<file path="src/sv/mbe_pkg.sv">
// Package for the Mandelbrot escape-time core: shared types, register codes,
// reset values and the 32-bit saturation helper. No dependencies.
package mbe_pkg;

    localparam int FRAC_BITS_DEF  = 28;
    localparam int COORD_BITS_DEF = 12;
    localparam int NUM_CELLS_DEF  = 4;

    localparam int DATA_W    = 32;
    localparam int COUNT_W   = 16;
    localparam int CFG_IDX_W = 3;
    localparam int SAT_W     = 66;

    localparam logic signed [DATA_W-1:0]  REAL_START_RST = -32'sd590558003;
    localparam logic signed [DATA_W-1:0]  REAL_STEP_RST  = 32'sd2516582;
    localparam logic signed [DATA_W-1:0]  IMAG_START_RST = -32'sd402653184;
    localparam logic signed [DATA_W-1:0]  IMAG_STEP_RST  = 32'sd3355443;
    localparam logic [COUNT_W-1:0]        ITER_LIMIT_RST = 16'd1024;

    typedef enum logic [CFG_IDX_W-1:0] {
        CFG_REAL_START = 3'd0,
        CFG_REAL_STEP  = 3'd1,
        CFG_IMAG_START = 3'd2,
        CFG_IMAG_STEP  = 3'd3,
        CFG_ITER_LIMIT = 3'd4
    } cfg_index_t;

    // Iteration state carried round the ring of cells
    typedef struct packed {
        logic signed [DATA_W-1:0] x;
        logic signed [DATA_W-1:0] y;
        logic signed [DATA_W-1:0] cr;
        logic signed [DATA_W-1:0] ci;
        logic [COUNT_W-1:0]       n;
    } mbe_iter_t;

    // Finished point leaving a cell
    typedef struct packed {
        logic               valid;
        logic [COUNT_W-1:0] count;
    } mbe_fin_t;

    function automatic logic signed [DATA_W-1:0] sat32(input logic signed [SAT_W-1:0] v);
        logic signed [DATA_W-1:0] r;
        if (v[SAT_W-1:DATA_W-1] == '0 || v[SAT_W-1:DATA_W-1] == '1) begin
            r = v[DATA_W-1:0];
        end else if (v[SAT_W-1]) begin
            r = {1'b1, {(DATA_W-1){1'b0}}};
        end else begin
            r = {1'b0, {(DATA_W-1){1'b1}}};
        end
        return r;
    endfunction

endpackage

</file>
<file path="src/sv/mbe_front.sv">
// Coordinate mapping front end: c = start + coord * step, two registered stages.
// Depends on mbe_pkg.
module mbe_front #(
    parameter int COORD_BITS = mbe_pkg::COORD_BITS_DEF
) (
    input  logic                                aclk,
    input  logic                                aresetn,
    input  logic                                in_valid,
    input  logic [COORD_BITS-1:0]               in_col,
    input  logic [COORD_BITS-1:0]               in_row,
    input  logic signed [mbe_pkg::DATA_W-1:0]   real_start,
    input  logic signed [mbe_pkg::DATA_W-1:0]   real_step,
    input  logic signed [mbe_pkg::DATA_W-1:0]   imag_start,
    input  logic signed [mbe_pkg::DATA_W-1:0]   imag_step,
    output logic                                out_valid,
    output mbe_pkg::mbe_iter_t                  out_state
);
    import mbe_pkg::*;

    localparam int PROD_W = COORD_BITS + DATA_W + 1;

    logic                     prod_valid_reg;
    logic signed [PROD_W-1:0] prod_r_reg, prod_r_next;
    logic signed [PROD_W-1:0] prod_i_reg, prod_i_next;
    logic                     state_valid_reg;
    mbe_iter_t                state_reg, state_next;

    always_comb begin
        prod_r_next = $signed({1'b0, in_col}) * real_step;
        prod_i_next = $signed({1'b0, in_row}) * imag_step;
        state_next    = '0;
        state_next.cr = sat32(SAT_W'(prod_r_reg) + SAT_W'(real_start));
        state_next.ci = sat32(SAT_W'(prod_i_reg) + SAT_W'(imag_start));
    end

    always_ff @(posedge aclk) begin
        if (!aresetn) begin
            prod_valid_reg  <= 1'b0;
            state_valid_reg <= 1'b0;
        end else begin
            prod_valid_reg  <= in_valid;
            state_valid_reg <= prod_valid_reg;
        end
        prod_r_reg <= prod_r_next;
        prod_i_reg <= prod_i_next;
        state_reg  <= state_next;
    end

    assign out_valid = state_valid_reg;
    assign out_state = state_reg;

endmodule

</file>
<file path="config.mk">
export PLATFORM = sky130hd
export DESIGN_NAME = mbe_front
export DESIGN_NICKNAME = d
export VERILOG_FILES = /design/src/sv/mbe_pkg.sv /design/src/sv/mbe_front.sv
export SDC_FILE = /design/constraint.sdc
export NUM_CORES = 2
export LEC_CHECK = 0
export BUFFER_PORTS_ARGS = -buffer_cell sky130_fd_sc_hd__buf_4
export CAP_MARGIN = 10
export CORE_MARGIN = 2
export CORE_UTILIZATION = 30
export DETAILED_ROUTE_END_ITERATION = 8
export GPL_TIMING_DRIVEN = 0
export MAX_ROUTING_LAYER = met4
export PLACE_DENSITY = 0.5
export REMOVE_ABC_BUFFERS = 1
export SYNTH_ARGS = -nofsm -noshare
export SYNTH_HDL_FRONTEND = slang
export SYNTH_SLANG_ARGS = --single-unit
</file>
<file path="constraint.sdc">
create_clock -name aclk -period 23 [get_ports aclk]
set_input_delay 6.9 -clock aclk [delete_from_list [all_inputs] [get_ports aclk]]
set_output_delay 6.9 -clock aclk [all_outputs]
set_load 0.05 [all_outputs]
</file>
==> summary.txt <==
Std cell rows -> 127
Post-CTS Setup Bufs -> 0
Req. time, crit path -> 23.41 ns
Number of global-route vias before repair -> 28.4k
Setup violators final -> 0
Status -> finished, final reports clean
Initial core utilization -> 30.2%
Root Buffer Master -> clkbuf_16
Synth Warn # -> 0
Max clock buf depth -> 2
Setup crit end kind -> flop
Minimum clock period -> 12.85 ns
Tcrit/Tclk final -> 55.9%
Fill count -> 12.8k
Layout Nets -> 5400
TritonRoute pass-1 iters -> 5
Initial antenna violation count -> 10
# Max-Cap Violations -> 0
H-tree Lvls -> 4
Relative slew slack -> 34.7%
Top Ports -> 300
Sequential share of the synthesized area -> 8.61%
Most frequent cells after synthesis -> inv_1, fa_1, nand2_1
CTS tree -> built
DRT iter0 DRCs -> 1385
Post-synth EDFFs -> 0
Fmax -> 77.8 MHz
Cell Area, Synth -> 36300 µm²
RSZ-0062 raised after global routing -> false
Critical path type -> in2reg
Layout area overhead -> 9.11%
Max Slew Vio Count -> 0
Die area -> 124000 µm²
Max reg flops -> 64
Ys flop type -> dfxtp_1
ANT nets after route -> 0
Via count -> 27.4k
Cell with the most instances after synthesis -> inv_1
Drt drc -> 0
Hold buffer count at cts -> 0
Top cells by area, synth -> fa_1, ha_1, inv_1
Die H -> 352 µm
Clock slew at reported path FFs -> 0.08 ns
Setup total negative slack -> 0 ns
PortBufs -> 219
Avg Cell Area, Syn -> 8.59 µm²
FF+latch count, synth -> 156
Yosys top cell by area -> fa_1
Final wirelength -> 93500 µm
Post-Synthesis Cells -> 4223
Async set-reset flop share out of synthesis -> 0%
Detailed placement HPWL -> 76600 µm
Clk_skew -> 0.0169 ns
GRT overflow -> 0
CP Max Fanout -> 32
Area share of the largest cell type after synthesis -> 37.4%
CTS Buf Count -> 17
Arr. time, crit path -> 13.26 ns
Die width -> 352 µm
Clock sink total -> 156
Yosys cell types -> 85
Largest net degree at the start of global routing -> 33
Tot GR Track Use -> 16.1%
Core ar. -> 120000 µm²
PostCTS Resize Cnt -> 0
CP Launch Type -> input port
RD Place Congestion -> 0.874
HP Class -> reg2reg
Routed vias/inst -> 4.64
Wire per inst -> 15.8 µm
Worst-Skew Late Latency -> 0.49 ns
Tightest Pin Transition -> 0.977 ns
First-pass GRT wire length -> 153000 µm
Final hold vios -> 0
Share of cells above drive strength 1 -> 7.32%
## cells by family after synthesis
kind of cell / share of synthesized area (%)
buffers and inverters: 13.1
and+or+nand+nor: 16.0
adders and majority gates: 47.4
AOI/OAI and AO/OA: 10.4
DFF: 8.61
xor gates and xnor gates: 3.72
muxes: 0.869
other: 0.0103
## final timing paths
| path | start | cells past startpoint | slack (ns) | endpoint |
|---|---|---|---|---|
| setup / recovery | in_row[4] | 22 | 10.15 | prod_i_reg[44] |
| hold / removal | prod_valid_reg | 1 | 0.44 | out_valid |
| setup reg to reg | prod_i_reg[0] | 16 | 18.03 | out_state[16] |
| hold reg to reg | prod_valid_reg | 1 | 0.44 | out_valid |
## layout by cell type, fill, tap and decap left out, types with 35 or more instances in the layout
cell type | netlist | final
a21oi_1 | 166 | 166
buf_4 | 80 | 219
nand3_1 | 35 | 35
and2_1 | 349 | 349
ha_1 | 288 | 288
dfxtp_1 | 156 | 156
fa_1 | 678 | 678
o21ai_0 | 83 | 83
nand2_1 | 538 | 537
xnor2_1 | 93 | 93
conb_1 | 1 | 80
inv_1 | 909 | 909
xor2_1 | 59 | 59
nor2_1 | 92 | 92
a21o_1 | 79 | 79
## critical path, stage by stage
cell and delay [ns]:
buf_4 0.42, nand2_1 0.15, fa_1 0.52, fa_1 0.52, inv_1 0.06, fa_1 0.51, fa_1 0.49, inv_1 0.05
fa_1 0.47, inv_1 0.04, ha_1 0.36, nand4_1 0.20, nor2_1 0.08, a211oi_1 0.28, o31a_1 0.18, o31ai_1 0.19
a311o_1 0.45, a41o_1 0.29, o21ai_1 0.30, o21ai_1 0.21, a311oi_1 0.35, xnor2_1 0.18
## cell type report
cell class	count	area, µm²	share of cell area [%]
clock buffer	18	439	1.11
timing repair buffer	222	1690	4.27
multi-input combinational	2973	28700	72.6
inverter	909	3410	8.62
sequential	156	3120	7.89
clock inverter	14	150	0.379
antenna	7	17.5	0.0443
tap	1612	2020	5.10
## through the flow
| stage | utilization (%) | hold slack (ns) | area, µm² | setup slack [ns] | std cells |
|---|---|---|---|---|---|
| 6_report | 33.0 | 0.443 | 39600 | 10.15 | 5911 |
| 3_5_place_dp | 32.5 | 0.430 | 39000 | 9.60 | 5872 |
| 3_3_place_gp | 32.4 | 0.420 | 38900 | 8.90 | 5869 |
| 2_1_floorplan | - | 0.412 | 35200 | 10.71 | 4038 |
| 4_1_cts | 33.0 | 0.449 | 39600 | 10.14 | 5904 |
| 5_1_grt | 33.0 | 0.464 | 39600 | 9.77 | 5911 |
## metal layers
metal | up-vias | track usage [%] | part of all wire, %
met1 | 13800 | 21.6 | 47
met5 | - | - | 0
met2 | 576 | 26.0 | 47
met3 | 84 | 1.76 | 4.2
li1 | 12900 | - | -
met4 | 0 | 3.69 | 2.1
Power is not shown: default switching activity piles up to over one toggle a cycle in this logic, so the estimate is an artifact.
